===== src/rtl/core/raw_block_pixel_unpacker_assert.svh =====
// Assertion shorthands for the raw block pixel unpacker.
`ifndef RAW_BLOCK_PIXEL_UNPACKER_ASSERT_SVH
`define RAW_BLOCK_PIXEL_UNPACKER_ASSERT_SVH

// Check cons in the same cycle as ante.
`define RBPU_ASSERT_NOW(label, clk, rstn, ante, cons, msg) \
    label: assert property (@(posedge clk) disable iff (!(rstn)) (ante) |-> (cons)) \
        else $error(msg);

// Check cons in the cycle after ante.
`define RBPU_ASSERT_NEXT(label, clk, rstn, ante, cons, msg) \
    label: assert property (@(posedge clk) disable iff (!(rstn)) (ante) |=> (cons)) \
        else $error(msg);

`endif


===== src/rtl/core/rbpu_pkg.sv =====
`default_nettype none

package rbpu_pkg;

    // Stream widths
    localparam int WORD_W  = 32;
    localparam int PIX_W   = 16;
    localparam int BLOCK_W = 128;

    // Block layout
    localparam int FIRST_BITS = 14;
    localparam int REST_BITS  = 10;
    localparam int CODE_BITS  = 2;
    localparam int GROUP_BITS = CODE_BITS + REST_BITS;
    localparam int PIX_IDX_W  = 4;

    localparam logic [PIX_IDX_W-1:0] LAST_PIX = 4'd10;
    localparam logic [PIX_IDX_W-1:0] GROUP0   = 4'd2;
    localparam logic [PIX_IDX_W-1:0] GROUP1   = 4'd5;
    localparam logic [PIX_IDX_W-1:0] GROUP2   = 4'd8;

    // Words held before the closing word of a block
    localparam logic [1:0] LAST_WORD = 2'd3;

    // Scale and offset constants
    localparam logic [CODE_BITS-1:0] CODE_WIDE  = 2'd3;
    localparam logic [2:0]           SHIFT_WIDE = 3'd4;
    localparam logic [PIX_W-1:0]     BASE_UNIT  = 16'h0200;
    localparam logic [PIX_W-1:0]     BASE_LIMIT = 16'h2000;
    localparam logic [PIX_W-1:0]     BLACK_OFS  = 16'h000f;

    // Default depth of the block queue
    localparam int QUEUE_DEPTH_DEF = 2;

    // Block handed from front to queue
    typedef struct packed {
        logic               valid;
        logic [BLOCK_W-1:0] data;
    } push_t;

    // Queue status seen by front and back
    typedef struct packed {
        logic full;
        logic valid;
    } q_stat_t;

    // Back status
    typedef struct packed {
        logic busy;
        logic pop;
    } back_stat_t;

endpackage

`default_nettype wire


===== src/rtl/core/raw_block_pixel_unpacker.sv =====
// Raw block pixel unpacker.
// Input stream (s_*): one 32-bit compressed word per transaction, in file
// order; every four words form one 128-bit block, the fourth word on top.
// Output stream (m_*): eleven 16-bit pixels per block, black offset removed
// and clamped at zero; m_tlast marks the eleventh pixel.
// The front takes one word per cycle, except that it stalls on the closing
// word while the queue is full, and pushes each complete block into a small
// block queue (QUEUE_DEPTH entries); the back decodes one pixel per cycle
// from the head of the queue while the receiver accepts them, and loads a
// new block only after the last pixel of the current one, so the queue
// lets the front take the next block meanwhile and absorbs short bursts at
// one word per cycle.
// Receiver stall: the output register holds its pixel, the back stops, the
// queue fills, and s_tready drops on the closing word of a block once the
// queue is full.
// Reset (aresetn low, synchronous): the queue, word count and decode state
// clear; any partial block is dropped.
`default_nettype none
`include "raw_block_pixel_unpacker_assert.svh"

module raw_block_pixel_unpacker #(
    parameter int QUEUE_DEPTH = rbpu_pkg::QUEUE_DEPTH_DEF
) (
    input  wire logic                        aclk,
    input  wire logic                        aresetn,
    input  wire logic                        s_tvalid,
    output logic                             s_tready,
    input  wire logic [rbpu_pkg::WORD_W-1:0] s_tdata,   // [31:0] data_word
    output logic                             m_tvalid,
    input  wire logic                        m_tready,
    output logic [rbpu_pkg::PIX_W-1:0]       m_tdata,   // [15:0] pixel_value
    output logic                             m_tlast    // last_of_block
);

    rbpu_pkg::push_t                 push;
    rbpu_pkg::q_stat_t               q_stat;
    rbpu_pkg::back_stat_t            back_stat;
    logic [rbpu_pkg::BLOCK_W-1:0]    q_data;

    rbpu_front u_front (
        .aclk     (aclk),
        .aresetn  (aresetn),
        .s_tvalid (s_tvalid),
        .s_tready (s_tready),
        .s_tdata  (s_tdata),
        .q_stat   (q_stat),
        .push     (push)
    );

    rbpu_queue #(
        .DEPTH (QUEUE_DEPTH)
    ) u_queue (
        .aclk    (aclk),
        .aresetn (aresetn),
        .push    (push),
        .pop     (back_stat.pop),
        .rd_data (q_data),
        .q_stat  (q_stat)
    );

    rbpu_back u_back (
        .aclk      (aclk),
        .aresetn   (aresetn),
        .q_stat    (q_stat),
        .q_data    (q_data),
        .back_stat (back_stat),
        .m_tvalid  (m_tvalid),
        .m_tready  (m_tready),
        .m_tdata   (m_tdata),
        .m_tlast   (m_tlast)
    );

    // Check queue flow control and back sequencing
    `RBPU_ASSERT_NOW(a_push_room, aclk, aresetn, push.valid, !q_stat.full, "block pushed into full queue")
    `RBPU_ASSERT_NOW(a_stall_full, aclk, aresetn, !s_tready, q_stat.full, "input stalled with queue room")
    `RBPU_ASSERT_NOW(a_pop_idle, aclk, aresetn, back_stat.pop, !back_stat.busy, "block loaded while busy")
    `RBPU_ASSERT_NEXT(a_pop_busy, aclk, aresetn, back_stat.pop, back_stat.busy, "back idle after load")

endmodule

`default_nettype wire


===== src/rtl/core/rbpu_front.sv =====
`default_nettype none

module rbpu_front (
    input  wire logic                       aclk,
    input  wire logic                       aresetn,
    input  wire logic                       s_tvalid,
    output logic                            s_tready,
    input  wire logic [rbpu_pkg::WORD_W-1:0] s_tdata,   // [31:0] data_word
    input  wire rbpu_pkg::q_stat_t          q_stat,
    output rbpu_pkg::push_t                 push
);

    logic [1:0]                  word_count_reg;
    logic [1:0]                  word_count_next;
    logic [rbpu_pkg::WORD_W-1:0] word_store_reg [3];
    logic                        accept;
    logic                        closing;

    // Stall only on the closing word while the queue is full
    assign closing  = (word_count_reg == rbpu_pkg::LAST_WORD);
    assign s_tready = !closing || !q_stat.full;
    assign accept   = s_tvalid && s_tready;

    // Assemble the block, last word on top
    assign push.valid = accept && closing;
    assign push.data  = {s_tdata, word_store_reg[2], word_store_reg[1], word_store_reg[0]};

    always_comb begin
        word_count_next = word_count_reg;
        if (accept) begin
            word_count_next = closing ? 2'd0 : word_count_reg + 2'd1;
        end
    end

    always_ff @(posedge aclk) begin
        if (!aresetn) begin
            word_count_reg <= 2'd0;
        end else begin
            word_count_reg <= word_count_next;
        end
    end

    // Hold the leading words of the block
    always_ff @(posedge aclk) begin
        if (accept && !closing) begin
            word_store_reg[word_count_reg] <= s_tdata;
        end
    end

endmodule

`default_nettype wire


===== src/rtl/core/rbpu_queue.sv =====
`default_nettype none

module rbpu_queue #(
    parameter int DEPTH = rbpu_pkg::QUEUE_DEPTH_DEF
) (
    input  wire logic                        aclk,
    input  wire logic                        aresetn,
    input  wire rbpu_pkg::push_t             push,
    input  wire logic                        pop,
    output logic [rbpu_pkg::BLOCK_W-1:0]     rd_data,
    output rbpu_pkg::q_stat_t                q_stat
);

    localparam int PTR_W = (DEPTH > 1) ? $clog2(DEPTH) : 1;
    localparam int CNT_W = $clog2(DEPTH + 1);
    localparam logic [PTR_W-1:0] PTR_LAST = PTR_W'(DEPTH - 1);
    localparam logic [CNT_W-1:0] CNT_FULL = CNT_W'(DEPTH);

    logic [rbpu_pkg::BLOCK_W-1:0] entry_reg [DEPTH];
    logic [PTR_W-1:0]             wr_ptr_reg, wr_ptr_next;
    logic [PTR_W-1:0]             rd_ptr_reg, rd_ptr_next;
    logic [CNT_W-1:0]             count_reg, count_next;
    logic                         do_pop;

    assign q_stat.full  = (count_reg == CNT_FULL);
    assign q_stat.valid = (count_reg != '0);
    assign rd_data      = entry_reg[rd_ptr_reg];
    assign do_pop       = pop && q_stat.valid;

    // Advance pointers with wrap and track the entry count
    always_comb begin
        wr_ptr_next = wr_ptr_reg;
        rd_ptr_next = rd_ptr_reg;
        count_next  = count_reg;
        if (push.valid) begin
            wr_ptr_next = (wr_ptr_reg == PTR_LAST) ? '0 : wr_ptr_reg + PTR_W'(1);
        end
        if (do_pop) begin
            rd_ptr_next = (rd_ptr_reg == PTR_LAST) ? '0 : rd_ptr_reg + PTR_W'(1);
        end
        if (push.valid && !do_pop) begin
            count_next = count_reg + CNT_W'(1);
        end else if (!push.valid && do_pop) begin
            count_next = count_reg - CNT_W'(1);
        end
    end

    always_ff @(posedge aclk) begin
        if (!aresetn) begin
            wr_ptr_reg <= '0;
            rd_ptr_reg <= '0;
            count_reg  <= '0;
        end else begin
            wr_ptr_reg <= wr_ptr_next;
            rd_ptr_reg <= rd_ptr_next;
            count_reg  <= count_next;
        end
    end

    // Store an incoming block
    always_ff @(posedge aclk) begin
        if (push.valid) begin
            entry_reg[wr_ptr_reg] <= push.data;
        end
    end

endmodule

`default_nettype wire


===== src/rtl/core/rbpu_back.sv =====
`default_nettype none

module rbpu_back (
    input  wire logic                         aclk,
    input  wire logic                         aresetn,
    input  wire rbpu_pkg::q_stat_t            q_stat,
    input  wire logic [rbpu_pkg::BLOCK_W-1:0] q_data,
    output rbpu_pkg::back_stat_t              back_stat,
    output logic                              m_tvalid,
    input  wire logic                         m_tready,
    output logic [rbpu_pkg::PIX_W-1:0]        m_tdata,   // [15:0] pixel_value
    output logic                              m_tlast    // last_of_block
);

    localparam int PW = rbpu_pkg::PIX_W;
    localparam int BW = rbpu_pkg::BLOCK_W;
    localparam int CB = rbpu_pkg::CODE_BITS;

    // Map a scale code to its shift
    function automatic logic [2:0] code_shift(input logic [CB-1:0] code);
        logic [2:0] s;
        s = (code == rbpu_pkg::CODE_WIDE) ? rbpu_pkg::SHIFT_WIDE : {1'b0, code};
        return s;
    endfunction

    logic                              busy_reg, busy_next;
    logic [BW-1:0]                     win_reg, win_next;
    logic [rbpu_pkg::PIX_IDX_W-1:0]    pix_reg, pix_next;
    logic [2:0]                        shift_reg, shift_next;
    logic [1:0]                        first_nz_reg, first_nz_next;
    logic [PW-1:0]                     ref_reg [2];
    logic [PW-1:0]                     ref_next [2];
    logic                              out_valid_reg, out_valid_next;
    logic [PW-1:0]                     out_pix_reg, out_pix_next;
    logic                              out_last_reg, out_last_next;

    logic          load;
    logic          advance;
    logic          is_raw;
    logic          is_grp;
    logic          par;
    logic          last_pix;
    logic [2:0]    shift_now;
    logic [PW-1:0] v_in;
    logic [PW-1:0] scaled;
    logic [PW-1:0] base;
    logic [PW-1:0] ref_cur;
    logic [PW-1:0] v_out;
    logic [PW-1:0] res;

    assign load    = !busy_reg && q_stat.valid;
    assign advance = busy_reg && (!out_valid_reg || m_tready);

    assign back_stat.busy = busy_reg;
    assign back_stat.pop  = load;

    assign m_tvalid = out_valid_reg;
    assign m_tdata  = out_pix_reg;
    assign m_tlast  = out_last_reg;

    // Classify the current pixel position
    assign is_raw   = (pix_reg[rbpu_pkg::PIX_IDX_W-1:1] == '0);
    assign is_grp   = (pix_reg == rbpu_pkg::GROUP0) || (pix_reg == rbpu_pkg::GROUP1) ||
                      (pix_reg == rbpu_pkg::GROUP2);
    assign last_pix = (pix_reg == rbpu_pkg::LAST_PIX);
    assign par      = pix_reg[0];

    // Pull the fields from the top of the window
    assign shift_now = is_grp ? code_shift(win_reg[BW-1 -: CB]) : shift_reg;

    always_comb begin
        if (is_raw) begin
            v_in = PW'(win_reg[BW-1 -: rbpu_pkg::FIRST_BITS]);
        end else if (is_grp) begin
            v_in = PW'(win_reg[BW-1-CB -: rbpu_pkg::REST_BITS]);
        end else begin
            v_in = PW'(win_reg[BW-1 -: rbpu_pkg::REST_BITS]);
        end
    end

    // Scale and add the running reference
    assign ref_cur = ref_reg[par];
    assign base    = rbpu_pkg::BASE_UNIT << shift_now;
    assign scaled  = v_in << shift_now;

    always_comb begin
        first_nz_next = first_nz_reg;
        ref_next[0]   = ref_reg[0];
        ref_next[1]   = ref_reg[1];
        if (first_nz_reg[par]) begin
            if ((base < rbpu_pkg::BASE_LIMIT) && (ref_cur > base)) begin
                v_out = scaled + (ref_cur - base);
            end else begin
                v_out = scaled;
            end
            ref_next[par] = v_out;
        end else begin
            first_nz_next[par] = (v_in != '0);
            if (v_in != '0) begin
                v_out         = v_in;
                ref_next[par] = v_in;
            end else begin
                v_out = ref_cur;
            end
        end
    end

    // Remove the black offset, clamp at zero
    assign res = (v_out >= rbpu_pkg::BLACK_OFS) ? v_out - rbpu_pkg::BLACK_OFS : '0;

    // Sequence the block and the output register
    always_comb begin
        busy_next      = busy_reg;
        win_next       = win_reg;
        pix_next       = pix_reg;
        shift_next     = shift_reg;
        out_valid_next = out_valid_reg;
        out_pix_next   = out_pix_reg;
        out_last_next  = out_last_reg;
        if (m_tready) begin
            out_valid_next = 1'b0;
        end
        if (load) begin
            busy_next  = 1'b1;
            win_next   = q_data;
            pix_next   = '0;
            shift_next = '0;
        end else if (advance) begin
            out_valid_next = 1'b1;
            out_pix_next   = res;
            out_last_next  = last_pix;
            pix_next       = pix_reg + rbpu_pkg::PIX_IDX_W'(1);
            busy_next      = !last_pix;
            if (is_grp) begin
                shift_next = shift_now;
            end
            if (is_raw) begin
                win_next = win_reg << rbpu_pkg::FIRST_BITS;
            end else if (is_grp) begin
                win_next = win_reg << rbpu_pkg::GROUP_BITS;
            end else begin
                win_next = win_reg << rbpu_pkg::REST_BITS;
            end
        end
    end

    always_ff @(posedge aclk) begin
        if (!aresetn) begin
            busy_reg      <= 1'b0;
            out_valid_reg <= 1'b0;
            pix_reg       <= '0;
            shift_reg     <= '0;
            first_nz_reg  <= '0;
            ref_reg[0]    <= '0;
            ref_reg[1]    <= '0;
        end else begin
            busy_reg      <= busy_next;
            out_valid_reg <= out_valid_next;
            pix_reg       <= pix_next;
            shift_reg     <= shift_next;
            if (load) begin
                first_nz_reg <= '0;
                ref_reg[0]   <= '0;
                ref_reg[1]   <= '0;
            end else if (advance) begin
                first_nz_reg <= first_nz_next;
                ref_reg[0]   <= ref_next[0];
                ref_reg[1]   <= ref_next[1];
            end
        end
    end

    // Payload registers
    always_ff @(posedge aclk) begin
        win_reg      <= win_next;
        out_pix_reg  <= out_pix_next;
        out_last_reg <= out_last_next;
    end

endmodule

`default_nettype wire

===== config.mk =====
export PLATFORM = sky130hd
export DESIGN_NAME = raw_block_pixel_unpacker
export DESIGN_NICKNAME = d
export VERILOG_FILES = /design/src/rtl/core/rbpu_pkg.sv /design/src/rtl/core/raw_block_pixel_unpacker.sv /design/src/rtl/core/rbpu_front.sv /design/src/rtl/core/rbpu_queue.sv /design/src/rtl/core/rbpu_back.sv
export VERILOG_INCLUDE_DIRS = /design/src /design/src/rtl/core
export SDC_FILE = /design/constraint.sdc
export NUM_CORES = 1
export LEC_CHECK = 0
export ABC_AREA = 1
export ABC_CLOCK_PERIOD_IN_PS = 21200
export BUFFER_PORTS_ARGS = -buffer_cell sky130_fd_sc_hd__clkbuf_2
export CAP_MARGIN = 40
export CORE_MARGIN = 1.5
export CORE_UTILIZATION = 45
export CTS_BUF_LIST = sky130_fd_sc_hd__clkbuf_16
export DETAILED_ROUTE_END_ITERATION = 8
export RECOVER_POWER = 25
export SLEW_MARGIN = 20
export SYNTH_ARGS = -nofsm -noshare
export SYNTH_HDL_FRONTEND = slang
export SYNTH_HIERARCHICAL = 1
export SYNTH_SLANG_ARGS = --single-unit
export TNS_END_PERCENT = 1

===== constraint.sdc =====
create_clock -name aclk -period 21.2 [get_ports aclk]
set_input_delay 0 -clock aclk [delete_from_list [all_inputs] [get_ports aclk]]
set_output_delay 0 -clock aclk [all_outputs]
set_load 0.02 [all_outputs]

# Word-level counts from Yosys, hierarchy flattened
# Memories as Yosys holds them, arrays and structs flattened. A register that Yosys moved wholly into a read port is not among the register bits.
# Index checks and enable logic that the tools add are counted.
# classes
n_reduce_logical,31
n_shift,2
n_eq_ne,7
magnitude_cmp,7
n_bitwise,8
muxes,53
n_addsub,9
# op_table
operator,n
128-bit two-way mux,4
16-bit two-way mux,10
32-bit bitwise mux,2
32-bit two-way mux,2
1-bit two-way mux,26
16-bit adder,1
16-bit demux with 1-bit select,1
16-bit by 4-bit greater-or-equal comparator with 1-bit output (second input constant),1
16-bit > comparator,1
16-bit by 14-bit < comparator with 1-bit output (second input constant),1
16-bit nonzero test,1
10-bit by 3-bit left shift with 16-bit output (first input constant),1
16-bit by 3-bit left shift with 16-bit output,1
16-bit subtractor,1
16-bit by 4-bit subtractor with 16-bit output (second input constant),1
1-bit logical AND,11
10-bit two-way mux,1
4-bit equality test (second input constant),2
1-bit zero test,7
2-bit equality test (second input constant),3
2-bit two-way mux,3
3-bit two-way mux,2
2-bit AND reduction,3
2-bit nonzero test,3
other kinds (18),28
# word_totals
word_cells,132
n_memories,3
ram_bits,384
register_bits,162
out_inout_bits,19
# mem_list
name,depth,width,read_ports,rd_clocked_by_memory_dff,write_ports,line,rtl
u_queue.entry_reg,2,128,1,1,1,rbpu_queue.sv:19,logic [rbpu_pkg::BLOCK_W-1:0] entry_reg [DEPTH];
u_front.word_store_reg,3,32,3,0,1,rbpu_front.sv:15,logic [rbpu_pkg::WORD_W-1:0] word_store_reg [3];
u_back.ref_reg,2,16,3,1,2,rbpu_back.sv:31,logic [PW-1:0] ref_reg [2];

# Logic depth before layout (Yosys ltp)
# Gate-level depths: netlist (run 1).
# depth
ltp_word,12
ltp_mapped,38
mapped_depth_nobuf,33

# Hierarchy
# The synthesis (run 1) kept the hierarchy.
# by_module_without_submodules
mod,area_per_inst_um2,n_inst,cells_per_inst
rbpu_back,14043.5,1,1893
rbpu_queue,9541.7,1,434
rbpu_front,3310.7,1,157

# Least setup slack after synthesis (run 1)
# No wires, ideal clock.
# synth_timing
path_type,flip-flop to flip-flop
start,register u_front.word_count_reg[0]
end,memory u_queue/entry_reg[0][0] (netlist name) (enable)
required_time_ns,20.580
t_arrival_ns,6.292
setup_slack_ns,14.288
synth_period_minus_slack_ns,6.912
path_stages_with_launch,7
n_path_buf,0
cell_sequence,dfxtp_1 -> ha_1 -> nand2_2 -> nand3_1 -> inv_1 -> inv_1 -> nor2_1
# synth_lines
element,line,rtl
start: declaration,rbpu_front.sv:13,logic [1:0] word_count_reg;
start signal: assignment,rbpu_front.sv:39,word_count_reg <= word_count_next;
end: declaration,rbpu_queue.sv:19,

# Worst setup path in the final report (run 1)
# layout_timing
start,register u_back/pix_reg[0] (netlist name)
end,register u_back.out_pix_reg[5] (netlist: u_back/m_tdata[5]) (data pin)
# layout_between
elab_chain_len,11
# layout_rtl
element,line,rtl
start: declaration,rbpu_back.sv:28,"logic [rbpu_pkg::PIX_IDX_W-1:0] pix_reg, pix_next;"
start signal: assignment,rbpu_back.sv:159,pix_reg <= pix_next;
4-bit by 2-bit equality test with 1-bit output / 4-bit by 3-bit equality test with 1-bit output (equally long branches),rbpu_back.sv:63,assign is_grp = (pix_reg == rbpu_pkg::GROUP0) || (pix_reg == rbpu_pkg::GROUP1) ||
1-bit logical OR (2 in series),rbpu_back.sv:63,
3-bit two-way mux / 10-bit two-way mux (equally long branches),"rbpu_back.sv:69, rbpu_back.sv:74",
10-bit by 3-bit left shift with 16-bit output / 16-bit two-way mux (equally long branches),"rbpu_back.sv:83, rbpu_back.sv:72",
16-bit subtractor (tied with other cells),rbpu_back.sv:92,v_out = scaled + (ref_cur - base);
16-bit adder / 1-bit logical AND (equally long branches),"rbpu_back.sv:92, rbpu_back.sv:91",
16-bit two-way mux,rbpu_back.sv:91,if ((base < rbpu_pkg::BASE_LIMIT) && (ref_cur > base)) begin
16-bit two-way mux,rbpu_back.sv:90,if (first_nz_reg[par]) begin
16-bit two-way mux *,rbpu_back.sv:90,
16-bit by 4-bit subtractor with 16-bit output / 16-bit by 4-bit greater-or-equal comparator with 1-bit output (equally long branches),rbpu_back.sv:109,assign res = (v_out >= rbpu_pkg::BLACK_OFS) ? v_out - rbpu_pkg::BLACK_OFS : '0;
end signal: assignment,rbpu_back.sv:176,out_pix_reg <= out_pix_next;
end: declaration,rbpu_back.sv:34,"logic [PW-1:0] out_pix_reg, out_pix_next;"
# Every way passes the cells marked *; elsewhere a longest branch is shown, timed or not. The select of a mux whose other input is x is not followed.
# A chain may end at the register's enable or synchronous reset.

==> results of run 1 <==
==> area by class of cell <==
class | count | share of cell area
Inverter | 149 | 0.0193
Clock buffer | 57 | 0.0479
Multi-Input combinational cell | 1621 | 0.307
Sequential cell | 548 | 0.546
Timing Repair Buffer | 121 | 0.0320
Clock inverter | 49 | 0.0159
Tap cell | 773 | 0.0325
==> routing by layer <==
layer	GRT usage	vias to the layer above	routed length, um
met5	0	-	0
met4	0.0497	0	1110
met3	0.0315	76	4900
met2	0.353	722	31800
met1	0.357	9325	33500
li1	-	8840	-
==> critical path, delay by kind of cell, from the launching register on <==
kind	cells	cell delay, ns
AO/OA/AOI/OAI	2	0.16
adder cells (fa/ha/maj)	3	1.13
buffers and inverters	6	1.76
flip-flops	1	0.31
AND/OR/NAND/NOR	18	4.05
==> worst max-delay path by stage <==
stage	start	end	slack (ns)	cells after the start
3_3_place_gp	u_back/pix_reg[0]	u_back/m_tdata[7]	13.59	28
3_5_place_dp	u_back/pix_reg[0]	u_back/m_tdata[5]	13.54	28
2_1_floorplan	u_front/word_count_reg[0]	u_queue/entry_reg[0][0]	14.29	6
6_report	u_back/pix_reg[0]	u_back/m_tdata[5]	13.46	29
4_1_cts	u_back/pix_reg[0]	u_back/m_tdata[5]	13.50	28
5_1_grt	u_back/pix_reg[0]	u_back/m_tdata[5]	12.92	29
==> metrics by stage <==
step	total power, mW	hold slack [ns]	util	area (um2)	instances
2_1_floorplan	1.69	0.0989	-	26900	2483
3_3_place_gp	1.85	0.233	0.464	27400	3162
3_5_place_dp	1.85	0.240	0.466	27500	3172
4_1_cts	2.87	0.129	0.505	29800	3316
5_1_grt	2.99	0.244	0.505	29800	3318
6_report	2.86	0.250	0.505	29800	3318
==> power by group through the flow <==
| stage | combinational, mW | clock, mW | sequential [mW] |
|---|---|---|---|
| 6_report | 0.567 | 1.01 | 1.29 |
| 3_5_place_dp | 0.546 | 0 | 1.31 |
| 5_1_grt | 0.622 | 1.07 | 1.29 |
| 2_1_floorplan | 0.381 | 0 | 1.30 |
| 4_1_cts | 0.555 | 1.03 | 1.28 |
| 3_3_place_gp | 0.541 | 0 | 1.31 |
==> results.yml, run 1 <==
floorplanning:
  num_rows: 89
  die_w_um: 247
  core_um2: 59000
  die_y_um: 247
  fp.dieArea_um2: 61200
  initial_core_util: 0.456
  io_pins: 55
synthesis:
  syn_area_um2: 26900
  synth_cells: 2483
  synth_nets: 2564
  synth_warnings: 6
  syn_avg_cell_area_um2: 10.8
grt:
  grt_max_degree: 129
  antenna_found_initial: 0
  globalRouteOverflowTotal: 0
  grt_pass1_vias: 17900
  grt_pass1_wl_um: 109000
  track_usage: 0.233
cts:
  cts_buffer_depth: 3
  cts_resized: 0
  htreeDepth: 2
  clkTransAtPathRegs_ns: 0.06
  cts_root_buffer: "clkbuf_16"
  clk_latency_ns: 0.63
  numClockSinks: 548
  ctsHoldBuffers: 38
  numCtsBuffers: 57
  cts_tree: "built"
  post_cts_buffers: 0
min_path:
  hold_path.startpoint: "s_tdata[10]"
  hold_path.class: "primary input to flip-flop"
  whs_endpoint: "u_queue/entry_reg[0][106]"
  hold_depth: 2
timing:
  max-slew-margin-rel: 0.355
  tightest_slew_ns: 0.968
  fin_skew_ns: 0.0300
  setup_ws_ns: 13.46
  clock.fmax_mhz: 129
  fin_crit_sh: 0.365
  hold_violations: 0
  timing.final.crit_period_ns: 7.74
  setup_viol: 0
  final-max-slew-violation-count: 0
  tns_ns: 0
  rsz0062_at_grt: "no"
route:
  routed_wl_um: 71300
  dr.pass1.iters: 5
  routed-via-count: 19000
  via_per_inst: 5.72
  wire_per_inst_um: 21.5
  postRouteAntennaNets: 0
  drc_errors: 0
  drt_iter0_markers: 2081
worst_setup_path:
  r2r-start: "u_back/pix_reg[0]"
  r2r_cells: 29
  critPathLaunchType: "flip-flop"
  cp_data_arrival_time_ns: 8.10
  crit_path_max_fanout: 63
  r2r_setup_slack_ns: 13.46
  max_stage_delay_ns: 0.75
  r2r_end: "u_back/m_tdata[5]"
  crit_slowest_cell: "nand3_4"
  cp.required_ns: 21.56
  worst-setup-path-type: "flip-flop to flip-flop"
  cp-end-kind: "flip-flop"
  crit_top_cell: "nand2_1"
power_and_ir_drop:
  peakVddDrop_uv: 71.2
  p_switching_mw: 0.847
  switching_share: 0.296
  cellPowerDensity_nw_per_um2: 96.1
  clkPwrFrac: 0.353
  p_seq_frac: 0.449
  p_leak_nw: 11.2
  p_comb_frac: 0.198
  intPower_mw: 2.02
placed_design:
  io_buffers: 54
  dp_hpwl_um: 47900
  gp_congestion: 0.971
  post-place-ws_ns: 13.54
layout:
  register_area_um2: 16300
  layout_commonest_cell: "nand2_1"
  drive_above_1_share: 0.134
  nFillCells: 5268
  final_cell_mix: "nand2_1, edfxtp_1, nand3_1"
  largest_reg_flops: 256
  multi_input_area_um2: 9140
  num-nets-final: 2579
  diodes: 0
  syn_to_final_growth_pct: 10.8
flow_run:
  cap_violations: 0
run_status:
  status: "complete, no violations"
No activity file was read; power rests on OpenSTA's default activity.
==> run 2: changes to the inputs <==
--- a/config.mk
+++ b/config.mk
@@ -6,8 +6,8 @@
 export SDC_FILE = /design/constraint.sdc
 export NUM_CORES = 1
 export LEC_CHECK = 0
-export ABC_AREA = 1
-export ABC_CLOCK_PERIOD_IN_PS = 21200
+export ABC_AREA = 0
+export ABC_CLOCK_PERIOD_IN_PS = 6500
 export BUFFER_PORTS_ARGS = -buffer_cell sky130_fd_sc_hd__clkbuf_2
 export CAP_MARGIN = 40
 export CORE_MARGIN = 1.5
==> constraint.sdc (replaced) <==
create_clock -name aclk -period 6.5 [get_ports aclk]
set_input_delay 0 -clock aclk [delete_from_list [all_inputs] [get_ports aclk]]
set_output_delay 0 -clock aclk [all_outputs]
set_load 0.02 [all_outputs]
==> results.yml, run 2 <==
grt:
  globalRouteOverflowTotal: 0
  grt_max_degree: 130
  grt_pass1_wl_um: 105000
  antenna_found_initial: 1
  grt_pass1_vias: 17600
  track_usage: 0.223
power_and_ir_drop:
  peakVddDrop_uv: 249
  cellPowerDensity_nw_per_um2: 265
  p_leak_nw: 10.1
run_status:
  status: "finished, violations left"
  failed_checks: "design-rule violations"
floorplanning:
  core_um2: 59100
  die_w_um: 248
  num_rows: 89
  die_y_um: 248
  io_pins: 55
  initial_core_util: 0.456
  fp.dieArea_um2: 61400
timing:
  fin_crit_sh: 0.956
  whs_ns: 0.278
  final-max-slew-violation-count: 0
  timing.final.crit_period_ns: 6.21
  clock.fmax_mhz: 161
  max-slew-margin-rel: 0.375
  tightest_slew_ns: 0.937
  setup_viol: 0
  rsz0062_at_grt: "yes"
  hold_violations: 0
  fin_skew_ns: 0.0252
synthesis:
  synth_nets: 2276
  synth_cells: 2195
  syn_area_um2: 27000
  synth_warnings: 6
  syn_avg_cell_area_um2: 12.3
layout:
  syn_to_final_growth_pct: 11.7
  num-nets-final: 2320
  final_cell_mix: "edfxtp_1, nand2_1, a211oi_1"
  largest_reg_flops: 256
  drive_above_1_share: 0.162
  layout_commonest_cell: "edfxtp_1"
  diodes: 0
  design_area_um2: 30100
route:
  via_per_inst: 5.84
  wire_per_inst_um: 22.2
  dr.pass1.iters: 8
  routed_wl_um: 67800
  routed-via-count: 17800
  drc_errors: 1
  drt_iter0_markers: 1606
  postRouteAntennaNets: 0
cts:
  clk_latency_ns: 0.61
  numClockSinks: 548
  cts_buffer_depth: 3
  cts_root_buffer: "clkbuf_16"
  htreeDepth: 2
  cts_tree: "built"
  numCtsBuffers: 55
  clkTransAtPathRegs_ns: 0.06
worst_setup_path:
  worst-setup-path-type: "flip-flop to flip-flop"
  cp-end-kind: "flip-flop"
  cp.buffers_inverters: 3
  max_stage_delay_ns: 0.53
  r2r_setup_slack_ns: 0.29
  crit_path_max_fanout: 19
  cp_data_arrival_time_ns: 6.56
  critPathLaunchType: "flip-flop"
  crit_path_cell_trace: "inv_1 > ha_1 > mux2_2 > a22oi_2 > and2_1 > buf_4 > mux2i_1 > o221a_2 > xnor2_1 > ha_1 > o21ai_0 > nor2b_1 > nor4_1 > nor2_1 > o21ai_0 > xor2_1 > mux2i_1 > buf_4 > o221ai_1 > o41a_1 > a2bb2oi_1"
  cp.required_ns: 6.85
  crit_slowest_cell: "nor4_1"
  cpLargestDelayFamily: "compound AO/OA/AOI/OAI gates"
placed_design:
  gp_congestion: 0.946
  place_area_um2: 27900
  io_buffers: 54
  dp_hpwl_um: 45200
flow_run:
  cap_violations: 0
min_path:
  hold_path.class: "primary input to flip-flop"
==> run 2: cell type report <==
type                       instances  area, um2
clock buffer                      55       1380
clock inverter                    46        393
fill                            4996      29000
inverter                          43        164
multi-input combinational       1427       9650
sequential                       548      16300
tap                              773        967
timing repair buffer             164       1290
==> run 2: per-stage QoR <==
step / setup slack [ns] / cells / util / TNS (ns) / power (mW)
final: 0.287 / 3056 / 0.509 / 0 / 7.97
after detailed placement: 0.308 / 2907 / 0.471 / 0 / 4.91
after CTS: 0.272 / 3045 / 0.508 / 0 / 8.02
after global placement: 0.464 / 2898 / 0.469 / 0 / 4.90
after floorplan: 0.222 / 2195 / - / 0 / 4.64
after global routing: -0.00368 / 3056 / 0.509 / -0.00368 / 8.26
==> run 2: what timing repair did <==
action | CTS | global route
resized for setup | 0 | 5
hold buffers | 37 | 0
buffers inserted | 0 | 9
setup endpoints to repair | 0 | 16
endpoints found under the hold margin | 169 | 0
==> run 2: where the power goes <==
group / internal [mW] / switching (mW) / leakage (nW)
logic: 0.275 / 0.527 / 4.20
registers: 4.00 / 0.0640 / 5.00
clock network: 1.78 / 1.32 / 0.886
total: 6.06 / 1.91 / 10.1
==> run 2: layer usage <==
| layer | wire length [um] | vias to the layer above | global-route usage |
|---|---|---|---|
| li1 | - | 8340 | - |
| met4 | 1100 | 0 | 0.0528 |
| met1 | 31400 | 8901 | 0.322 |
| met5 | 0 | - | 0 |
| met2 | 31700 | 524 | 0.356 |
| met3 | 3560 | 80 | 0.0317 |
==> run 2: final timing paths <==
check	start	end	cells after the start
worst max-delay path	u_back/pix_reg[1]	u_back/m_tdata[13]	21
worst min-delay path	s_tdata[7]	u_queue/entry_reg[0][103]	2
worst max register to register	u_back/pix_reg[1]	u_back/m_tdata[13]	21
worst min register to register	u_front/word_store_reg[1][4]	u_queue/entry_reg[0][36]	0
==> run 3: changes to the inputs <==
--- a/config.mk
+++ b/config.mk
@@ -11,7 +11,7 @@
 export BUFFER_PORTS_ARGS = -buffer_cell sky130_fd_sc_hd__clkbuf_2
 export CAP_MARGIN = 40
 export CORE_MARGIN = 1.5
-export CORE_UTILIZATION = 45
+export CORE_UTILIZATION = 43
 export CTS_BUF_LIST = sky130_fd_sc_hd__clkbuf_16
 export DETAILED_ROUTE_END_ITERATION = 8
 export RECOVER_POWER = 25
==> results.yml, run 3 (synthesis results as in run 2) <==
layout:
  fin_util: 0.492
  num-nets-final: 2323
  drive_above_1_share: 0.164
  layout_commonest_cell: "edfxtp_1"
  final_cell_mix: "edfxtp_1, nand2_1, a211oi_1"
  syn_to_final_growth_pct: 12.9
  largest_reg_flops: 256
  nFillCells: 5394
floorplanning:
  initial_core_util: 0.436
  die_y_um: 253
  fp.dieArea_um2: 64200
  io_pins: 55
  core_um2: 61800
  die_w_um: 253
  num_rows: 91
grt:
  globalRouteOverflowTotal: 0
  antenna_found_initial: 4
  grt_max_degree: 130
  grt_pass1_vias: 17600
  grt_pass1_wl_um: 106000
  track_usage: 0.217
cts:
  clkTransAtPathRegs_ns: 0.06
  cts_root_buffer: "clkbuf_16"
  post_cts_buffers: 0
  cts_buffer_depth: 3
  clk_latency_ns: 0.62
  numClockSinks: 548
  numCtsBuffers: 58
  cts_tree: "built"
  htreeDepth: 2
timing:
  tightest_slew_ns: 0.887
  fin_skew_ns: 0.0271
  clock.fmax_mhz: 162
  tns_ns: 0
  max-slew-margin-rel: 0.408
  timing.final.crit_period_ns: 6.17
  setup_viol: 0
  whs_ns: 0.243
  hold_violations: 0
  fin_crit_sh: 0.949
  final-max-slew-violation-count: 0
power_and_ir_drop:
  switching_share: 0.237
  cellPowerDensity_nw_per_um2: 270
  p_comb_frac: 0.097
  p_seq_frac: 0.495
  p_switching_mw: 1.95
  intPower_mw: 6.27
  p_leak_nw: 10.2
  peakVddDrop_uv: 227
  clkPwrFrac: 0.408
worst_setup_path:
  critPathLaunchType: "flip-flop"
  r2r_setup_slack_ns: 0.33
  worst-setup-path-type: "flip-flop to flip-flop"
  cp_data_arrival_time_ns: 6.61
  cp-end-kind: "flip-flop"
  cp.required_ns: 6.94
  crit_path_max_fanout: 14
  endpoint: "u_back/m_tdata[6]"
  r2r_cells: 22
  r2r_end: "u_back/m_tdata[6]"
  r2r-start: "u_back/pix_reg[1]"
  critPathLaunch: "u_back/pix_reg[1]"
route:
  drt_iter0_markers: 1447
  dr.pass1.iters: 8
  drc_errors: 0
  wire_per_inst_um: 22.1
  via_per_inst: 5.75
  routed_wl_um: 69200
  postRouteAntennaNets: 0
  routed-via-count: 18000
placed_design:
  dp_hpwl_um: 46600
  gp_congestion: 0.926
  io_buffers: 54
run_status:
  status: "complete, no violations"
flow_run:
  cap_violations: 0
min_path:
  hold_path.class: "primary input to flip-flop"
[run 3: changes by cell type in the layout (fill, tap and decap cells not counted), moves of 2 or more]
cell and change:
buf_8 -5, clkinv_1 -5, buf_12 +4, clkinv_2 +4, inv_1 +4, bufinv_16 +3
clkbuf_16 +3, buf_16 +2, clkinvlp_4 -2, diode_2 +2
[run 3: how the worst min path moves through the flow]
stage / start / end / slack (ns) / cells past startpoint
2_1_floorplan: s_tdata[0] / u_front/word_store_reg[0][0] / 0.1 / 0
3_3_place_gp: s_tdata[5] / u_front/word_store_reg[0][5] / 0.25 / 1
3_5_place_dp: s_tdata[5] / u_front/word_store_reg[1][5] / 0.25 / 1
4_1_cts: s_tdata[5] / u_front/word_store_reg[0][5] / 0.15 / 2
5_1_grt: s_tdata[5] / u_front/word_store_reg[0][5] / 0.25 / 2
6_report: s_tdata[5] / u_front/word_store_reg[0][5] / 0.24 / 2
[run 3: repair_timing]
action,4_1_cts,5_1_grt
endpoints found under the hold margin,169,0
setup endpoints to repair,0,15
hold buffers,37,0
resized for setup,0,2
[run 3: per-layer routing]
layer  up-vias  wire length [um]  global-route usage
li1       8378                 -                   -
met1      9011             31400               0.302
met2       497             32800               0.354
met3       105              3170              0.0230
met4         2              1780              0.0696
met5         -                13                   0
[run 3: power groups by stage]
stage	combinational, mW	sequential [mW]	clock (mW)
floorplan	0.508	4.13	0
global placement	0.758	4.14	0
detailed placement	0.767	4.14	0
CTS	0.792	4.07	3.43
global route	0.868	4.08	3.57
finish	0.795	4.07	3.35
[run 3: through the flow]
stage / worst slack, ns / power [mW] / area (um2) / instances
after detailed placement: 0.241 / 4.91 / 28100 / 2980
final: 0.333 / 8.21 / 30400 / 3130
after global routing: -0.0386 / 8.51 / 30400 / 3129
after floorplan: 0.222 / 4.64 / 27000 / 2195
after CTS: 0.179 / 8.29 / 30400 / 3126
after global placement: 0.429 / 4.90 / 27900 / 2970
[run 3: critical path, cell delays in order, from the launching register on]
cell and delay, ns:
dfxtp_1 0.45, inv_1 0.10, ha_1 0.25, and3b_1 0.25, buf_4 0.20, a21oi_4 0.25
buf_4 0.26, o211a_1 0.42, mux2i_1 0.14, a32oi_1 0.22, nand2_1 0.12, fa_1 0.57
inv_1 0.05, ha_1 0.34, a211oi_1 0.33, nor4b_1 0.45, o31ai_1 0.18, xnor2_1 0.17
or4_1 0.47, o21ai_0 0.24, nor3_2 0.11, buf_4 0.22, a22oi_1 0.19
[run 3: final cells by class]
type                       instances  area [um2]  share of cell area
sequential                       548       16300               0.535
multi-input combinational       1427        9640               0.317
clock buffer                      58        1450              0.0477
timing repair buffer             164        1350              0.0442
tap                              837        1050              0.0344
clock inverter                    51         514              0.0169
inverter                          43         164             0.00539
antenna                            2        5.00            0.000164
